### config.mk
export PLATFORM = sky130hd
export DESIGN_NAME = duplicate_message_filter
export DESIGN_NICKNAME = d
export VERILOG_FILES = /design/src/hw/rtl/dmf_pkg.sv /design/src/hw/rtl/dmf_cmp_unit.sv /design/src/hw/rtl/duplicate_message_filter.sv
export SDC_FILE = /design/constraint.sdc
export NUM_CORES = 1
export LEC_CHECK = 0
export ABC_AREA = 1
export BUFFER_PORTS_ARGS = -buffer_cell sky130_fd_sc_hd__buf_2
export CAP_MARGIN = 20
export CORE_ASPECT_RATIO = 1.4
export CORE_UTILIZATION = 45
export CTS_BUF_LIST = sky130_fd_sc_hd__clkbuf_2
export DETAILED_ROUTE_END_ITERATION = 10
export GPL_ROUTABILITY_DRIVEN = 0
export SLEW_MARGIN = 40
export SYNTH_ARGS = -nofsm -noshare
export SYNTH_HDL_FRONTEND = slang
export SYNTH_HIERARCHICAL = 1
export SYNTH_SLANG_ARGS = --single-unit
### constraint.sdc
create_clock -name clk -period 21.6 [get_ports clk]
set_input_delay 2.16 -clock clk [delete_from_list [all_inputs] [get_ports clk]]
set_output_delay 2.16 -clock clk [all_outputs]
set_load 0.02 [all_outputs]
### src/hw/rtl/dmf_pkg.sv
`timescale 1ns / 1ps
// ----------------------------------------------------------------------------
// dmf_pkg
// Shared widths, constants and codes of the duplicate message filter.
// ----------------------------------------------------------------------------
package dmf_pkg;

  // Cache geometry
  localparam int CACHE_ENTRIES = 16;
  localparam int IDX_W = (CACHE_ENTRIES > 1) ? $clog2(CACHE_ENTRIES) : 1;
  localparam logic [IDX_W-1:0] TOP_IDX = IDX_W'(CACHE_ENTRIES - 1);

  // Field widths
  localparam int SRC_W  = 16;
  localparam int MSG_W  = 32;
  localparam int TIME_W = 32;

  // Window register reset value in ms
  localparam logic [TIME_W-1:0] DEFAULT_WINDOW_MS = TIME_W'(60000);

  // Command codes
  localparam logic CMD_CHECK = 1'b0;
  localparam logic CMD_MARK  = 1'b1;

  // Operand selection for the shared compare unit
  typedef enum logic {
    CMP_AGE_VS_WINDOW = 1'b0,  // (now - stored) < window
    CMP_TIME_VS_OLD   = 1'b1   // stored < oldest seen so far
  } cmp_sel_t;

  // Request to the shared compare unit
  typedef struct packed {
    cmp_sel_t          sel;
    logic [TIME_W-1:0] now;
    logic [TIME_W-1:0] stored;
    logic [TIME_W-1:0] ref_val;
  } cmp_req_t;

endpackage

### src/hw/rtl/dmf_cmp_unit.sv
`timescale 1ns / 1ps
// ----------------------------------------------------------------------------
// dmf_cmp_unit
// Shared subtract and compare unit: tests either the wrapped age of an
// entry against the window, or an entry timestamp against the oldest so far.
// ----------------------------------------------------------------------------
module dmf_cmp_unit (
  input  dmf_pkg::cmp_req_t req,
  output logic              lt
);

  logic [dmf_pkg::TIME_W-1:0] age;
  logic [dmf_pkg::TIME_W-1:0] lhs;

  // Age wraps modulo 2^TIME_W
  assign age = req.now - req.stored;

  // Operand select, then one unsigned compare
  always_comb begin
    case (req.sel)
      dmf_pkg::CMP_AGE_VS_WINDOW: lhs = age;
      dmf_pkg::CMP_TIME_VS_OLD:   lhs = req.stored;
      default:                    lhs = age;
    endcase
  end

  assign lt = (lhs < req.ref_val);

endmodule

### src/hw/rtl/duplicate_message_filter.sv
`timescale 1ns / 1ps
// ----------------------------------------------------------------------------
// duplicate_message_filter
// Duplicate-suppression cache of (source node, message id) pairs with
// timestamps. Check looks up the first valid match and tests its age;
// mark writes the lowest free entry or else the oldest by raw timestamp.
// ----------------------------------------------------------------------------
//
//   channel  direction  handshake            payload
//   in       input      in_valid / in_stall  in_command, in_source_node,
//                                            in_message_id, in_now_ms
//   out      output     out_valid/out_stall  out_is_duplicate
//   cfg      input      cfg_wr_en            cfg_wr_data (dup_window_ms)
//
// One entry is examined per cycle by the shared compare unit. A
// transaction is accepted in ST_IDLE, scans in ST_SCAN until a match, a
// free entry or the last entry, passes ST_FINISH and returns to ST_IDLE,
// where the next one is accepted. Reset clears all valid bits at once. A
// new transaction may be accepted while a result waits on out_stall; it
// then holds in ST_FINISH until the output register frees.
// ----------------------------------------------------------------------------
module duplicate_message_filter (
  input  logic                          clk,
  input  logic                          rst_n,
  // input channel
  input  logic                          in_valid,
  output logic                          in_stall,
  input  logic                          in_command,
  input  logic [dmf_pkg::SRC_W-1:0]     in_source_node,
  input  logic [dmf_pkg::MSG_W-1:0]     in_message_id,
  input  logic [dmf_pkg::TIME_W-1:0]    in_now_ms,
  // result channel
  output logic                          out_valid,
  input  logic                          out_stall,
  output logic                          out_is_duplicate,
  // configuration
  input  logic                          cfg_wr_en,
  input  logic [dmf_pkg::TIME_W-1:0]    cfg_wr_data
);

  typedef enum logic [1:0] {
    ST_IDLE,
    ST_SCAN,
    ST_FINISH
  } state_t;

  // Sequencer state
  state_t                      state_r,  state_nxt;
  logic [dmf_pkg::IDX_W-1:0]   idx_r,    idx_nxt;
  logic [dmf_pkg::IDX_W-1:0]   pick_r,   pick_nxt;
  logic [dmf_pkg::TIME_W-1:0]  oldest_r, oldest_nxt;
  logic                        dup_r,    dup_nxt;
  logic                        out_valid_r, out_valid_nxt;
  logic                        out_dup_r,   out_dup_nxt;

  // Latched transaction
  logic                        cmd_r;
  logic [dmf_pkg::SRC_W-1:0]   src_r;
  logic [dmf_pkg::MSG_W-1:0]   msg_r;
  logic [dmf_pkg::TIME_W-1:0]  now_r;

  // Window register
  logic [dmf_pkg::TIME_W-1:0]  window_r;

  // Entry storage
  logic [dmf_pkg::CACHE_ENTRIES-1:0] valid_r;
  logic [dmf_pkg::SRC_W-1:0]         ent_src_r  [dmf_pkg::CACHE_ENTRIES];
  logic [dmf_pkg::MSG_W-1:0]         ent_msg_r  [dmf_pkg::CACHE_ENTRIES];
  logic [dmf_pkg::TIME_W-1:0]        ent_time_r [dmf_pkg::CACHE_ENTRIES];

  // Entry under scan and its match
  logic                        cur_valid;
  logic [dmf_pkg::TIME_W-1:0]  cur_time;
  logic                        cur_match;
  logic                        last;
  logic                        in_acc;

  // Entry updates from the sequencer
  logic                        wr_en;
  logic [dmf_pkg::IDX_W-1:0]   wr_idx;
  logic                        inval_en;

  dmf_pkg::cmp_req_t           cmp_req;
  logic                        cmp_lt;

  assign in_acc    = in_valid && !in_stall;
  assign in_stall  = (state_r != ST_IDLE);
  assign out_valid = out_valid_r;
  assign out_is_duplicate = out_dup_r;

  assign cur_valid = valid_r[idx_r];
  assign cur_time  = ent_time_r[idx_r];
  assign cur_match = cur_valid && (ent_src_r[idx_r] == src_r) && (ent_msg_r[idx_r] == msg_r);
  assign last      = (idx_r == dmf_pkg::TOP_IDX);

  // Shared compare unit operands
  always_comb begin
    cmp_req.now     = now_r;
    cmp_req.stored  = cur_time;
    if (cmd_r == dmf_pkg::CMD_MARK) begin
      cmp_req.sel     = dmf_pkg::CMP_TIME_VS_OLD;
      cmp_req.ref_val = oldest_r;
    end else begin
      cmp_req.sel     = dmf_pkg::CMP_AGE_VS_WINDOW;
      cmp_req.ref_val = window_r;
    end
  end

  dmf_cmp_unit u_cmp (
    .req (cmp_req),
    .lt  (cmp_lt)
  );

  // Sequencer next state
  always_comb begin
    state_nxt     = state_r;
    idx_nxt       = idx_r;
    pick_nxt      = pick_r;
    oldest_nxt    = oldest_r;
    dup_nxt       = dup_r;
    out_valid_nxt = out_valid_r;
    out_dup_nxt   = out_dup_r;
    wr_en         = 1'b0;
    wr_idx        = idx_r;
    inval_en      = 1'b0;

    // result taken downstream
    if (out_valid_r && !out_stall) begin
      out_valid_nxt = 1'b0;
    end

    case (state_r)
      ST_IDLE: begin
        if (in_acc) begin
          state_nxt  = ST_SCAN;
          idx_nxt    = '0;
          pick_nxt   = '0;
          oldest_nxt = '0;
          dup_nxt    = 1'b0;
        end
      end
      ST_SCAN: begin
        if (cmd_r == dmf_pkg::CMD_CHECK) begin
          // first match ends the scan: fresh reports, stale is dropped
          if (cur_match) begin
            state_nxt = ST_FINISH;
            if (cmp_lt) begin
              dup_nxt = 1'b1;
            end else begin
              inval_en = 1'b1;
            end
          end else if (last) begin
            state_nxt = ST_FINISH;
          end else begin
            idx_nxt = idx_r + 1'b1;
          end
        end else begin
          // lowest free entry wins, else oldest raw timestamp
          if (!cur_valid) begin
            wr_en     = 1'b1;
            wr_idx    = idx_r;
            state_nxt = ST_FINISH;
          end else begin
            if ((idx_r == '0) || cmp_lt) begin
              oldest_nxt = cur_time;
              pick_nxt   = idx_r;
            end
            if (last) begin
              wr_en     = 1'b1;
              wr_idx    = ((idx_r == '0) || cmp_lt) ? idx_r : pick_r;
              state_nxt = ST_FINISH;
            end else begin
              idx_nxt = idx_r + 1'b1;
            end
          end
        end
      end
      ST_FINISH: begin
        // wait for the output register to free
        if (!out_valid_r || !out_stall) begin
          out_valid_nxt = 1'b1;
          out_dup_nxt   = dup_r;
          state_nxt     = ST_IDLE;
        end
      end
      default: begin
        state_nxt = ST_IDLE;
      end
    endcase
  end

  // Sequencer state and registered outputs
  always_ff @(posedge clk) begin
    if (!rst_n) begin
      state_r     <= ST_IDLE;
      idx_r       <= '0;
      pick_r      <= '0;
      oldest_r    <= '0;
      dup_r       <= 1'b0;
      out_valid_r <= 1'b0;
      out_dup_r   <= 1'b0;
    end else begin
      state_r     <= state_nxt;
      idx_r       <= idx_nxt;
      pick_r      <= pick_nxt;
      oldest_r    <= oldest_nxt;
      dup_r       <= dup_nxt;
      out_valid_r <= out_valid_nxt;
      out_dup_r   <= out_dup_nxt;
    end
  end

  // Transaction capture
  always_ff @(posedge clk) begin
    if (in_acc) begin
      cmd_r <= in_command;
      src_r <= in_source_node;
      msg_r <= in_message_id;
      now_r <= in_now_ms;
    end
  end

  // Window register
  always_ff @(posedge clk) begin
    if (!rst_n) begin
      window_r <= dmf_pkg::DEFAULT_WINDOW_MS;
    end else if (cfg_wr_en) begin
      window_r <= cfg_wr_data;
    end
  end

  // Valid bits
  always_ff @(posedge clk) begin
    if (!rst_n) begin
      valid_r <= '0;
    end else if (wr_en) begin
      valid_r[wr_idx] <= 1'b1;
    end else if (inval_en) begin
      valid_r[idx_r] <= 1'b0;
    end
  end

  // Entry payload
  always_ff @(posedge clk) begin
    if (wr_en) begin
      ent_src_r[wr_idx]  <= src_r;
      ent_msg_r[wr_idx]  <= msg_r;
      ent_time_r[wr_idx] <= now_r;
    end
  end

endmodule

==> results.toml <==
[status]
status = "complete, no violations"

[hold_path]
hold-path-cell-count = 2
min_from = "window_r[6]$_SDFFE_PN1P_"
worst_hold_path_type = "register to register"
min_to = "window_r[6]$_SDFFE_PN1P_"

[sta]
fin_crit_sh_pct = 45.4
setup_viol_count_final = 0
finalClockSkew_ps = 154
slew_headroom_pct = 19.5
worstMarginPinSlew_ps = 1210
final.setup.tns_ps = 0
finalMaxSlewViolations = 0
fmax_mhz = 102
finalCriticalPeriod_ps = 9820
final_hold_viol_count = 0
rsz0062_at_grt = "no"

[worst_setup_path]
r2r_setup_slack_ps = 11780
cp_common_cell = "nand2_1"
worstPathRequired_ps = 22870
start_kind = "register"
critical_path.max_stage_delay_ps = 750
worst_path_max_delay_cell = "buf_4"
critPathCaptureType = "register"
worstReg2RegEnd = "ent_time_r[11][13]$_DFFE_PP_"
cp_max_fo = 113
crit_type = "register to register"
reg2reg_depth = 36
critPathArrivalTime_ps = 11090

[cts]
post_cts_buffers = 0
clockBufferDepth = 4
hold_buffers = 0
post_cts_resize_count = 0
ctsHtreeMaxLevel = 5
clkSinkCount = 1458
cts_buffers = 355
clock_latency_ps = 1770
clk_pin_slew_ps = 110
cts_tree = "yes"
root_buffer = "clkbuf_2"

[logic_synthesis]
synth_cell_types = 48
syn_nets = 6057
synth_edf_count = 1361
ys_seq_elements = 1458
yosysSeqAreaShare_pct = 67.9
yosys.area.top_type = "edfxtp_1"
syn_area_um2 = 63100
netlist.area_leader.share_pct = 64.8
ys.flop_type = "edfxtp_1"
postSynthCellCount = 5872
ys_async_sr_fraction_pct = 0
syn_avg_cell_area_um2 = 10.7
ys_warn_count = 6
synth.area.top_cells = "edfxtp_1 (65%), nand2_1 (7.9%), nor2_1 (4.8%)"

[die]
core_um2 = 139000
initial_utilization_pct = 45.3
fp.dieArea_um2 = 142000
die_w_um = 318
ioPinCount = 121
row_count = 162
fp.dieH_um = 445

[pwr]
max-vdd-ir-drop_mv = 0.0560
p_leak_nw = 26.4
power_density_nw_per_um2 = 88.9

[grt]
antenna_found_initial = 4
grt_usage_pct = 25.8
first_global_vias = 44400
grt_start_max_net_pins = 184
grt_overflow = 0
grt_pass1_wl_um = 272000

[route]
num_vias = 44900
drc = 0
ant_nets = 0
via_per_inst = 5.48
drtPass1Iterations = 8
wirelength_um = 183000
wire_per_inst_um = 22.4
drt_iter0_markers = 3732

[layout]
stdcell_count = 8198
fin_nets = 6334
area_growth_pct = 9.17
layout-drive-gt1-share_pct = 13.2
n_fill_cell = 12600
final_common_cell = "edfxtp_1"
final_cell_mix = "edfxtp_1 (1361), nand2_1 (1334), nor2_1 (796)"

[placed_design]
dp_hpwl_um = 109000
port_buffers = 120
dpl.cell_count = 7589

[run]
cap_viol_max_count = 0
==> cell usage after synthesis (all sizes together) (2+ instances only) <==
| master | count |
|---|---|
| a211oi | 33 |
| a21o | 3 |
| a21oi | 98 |
| and2 | 7 |
| buf | 149 |
| clkbuf | 162 |
| clkinv | 2 |
| dfxtp | 97 |
| edfxtp | 1361 |
| ha | 66 |
| inv | 421 |
| nand2 | 1357 |
| nand3 | 496 |
| nand3b | 9 |
| nand4 | 11 |
| nor2 | 819 |
| nor3 | 10 |
| nor4 | 2 |
| o211ai | 104 |
| o21ai | 503 |
| o21bai | 5 |
| o221ai | 93 |
| o22ai | 37 |
| or2 | 9 |
| xor2 | 11 |
==> cell families after synthesis <==
group	synth area share, %
AOI/OAI and AO/OA	8.22
xor gates and xnor gates	0.167
adders and majority gates	1.34
buffers and inverters	4.80
DFF	67.9
muxes	0.0159
and+or+nand+nor	17.6
==> worst max-delay path by stage <==
stage / start / endpoint / slack (ps) / cells past startpoint
after global placement: register / ent_time_r[14][18]$_DFFE_PP_ / 11460 / 38
after global routing: register / ent_time_r[11][13]$_DFFE_PP_ / 11280 / 36
after CTS: register / ent_time_r[14][3]$_DFFE_PP_ / 11690 / 38
after floorplan: register / ent_msg_r[3][0]$_DFFE_PP_ / 12710 / 37
final: register / ent_time_r[11][13]$_DFFE_PP_ / 11780 / 36
after detailed placement: register / ent_time_r[14][3]$_DFFE_PP_ / 11780 / 38
==> critical path, delay by kind of cell (launching register included) <==
family | cells | cell delay (ps)
buffers and inverters | 9 | 3660
and+or+nand+nor | 14 | 2240
AOI/OAI and AO/OA | 11 | 1980
adders and majority gates | 2 | 670
DFF | 1 | 510
==> registers in the layout, summed over array words and instances, names as in the netlist, 16 cells and up, named ones only <==
name / flops
ent_time_r: 512
now_r: 32
window_r: 32
src_r: 16
ent_msg_r: 512
ent_src_r: 256
valid_r: 16
oldest_r: 32
msg_r: 32
==> through the flow <==
step	cell area (µm²)	power [mW]	worst slack (ps)	util [%]	hold slack, ps
3_5_place_dp	65700	4.43	11780	47.2	447
5_1_grt	68900	6.43	11280	49.5	350
3_3_place_gp	65400	4.41	11460	47.0	445
2_1_floorplan	63100	4.03	12710	-	429
4_1_cts	68700	6.17	11690	49.3	334
6_report	68900	6.12	11780	49.5	469
==> final cells by class <==
cell class	count	area, µm²	share of cell area (%)
clock inverter	95	478	0.694
antenna	6	15.0	0.0218
sequential	1458	42800	62.2
clock buffer	501	2510	3.64
inverter	423	1620	2.35
timing repair buffer	231	1780	2.59
multi-input combinational	3680	17400	25.2
tap	1804	2260	3.28
==> power breakdown <==
group          internal (mW)  switching (mW)  total (mW)
combinational          0.324           0.787        1.11
sequential              3.18          0.0872        3.27
clock                  0.665            1.08        1.74
==> metal layers <==
metal / vias to the layer above / track usage, % / wire [µm]
li1: 21100 / - / -
met4: 0 / 15.4 / 10900
met5: - / 0 / 0
met2: 1642 / 45.3 / 93300
met1: 21800 / 29.1 / 69100
met3: 445 / 4.74 / 10100
(Power assumes the default switching activity.)
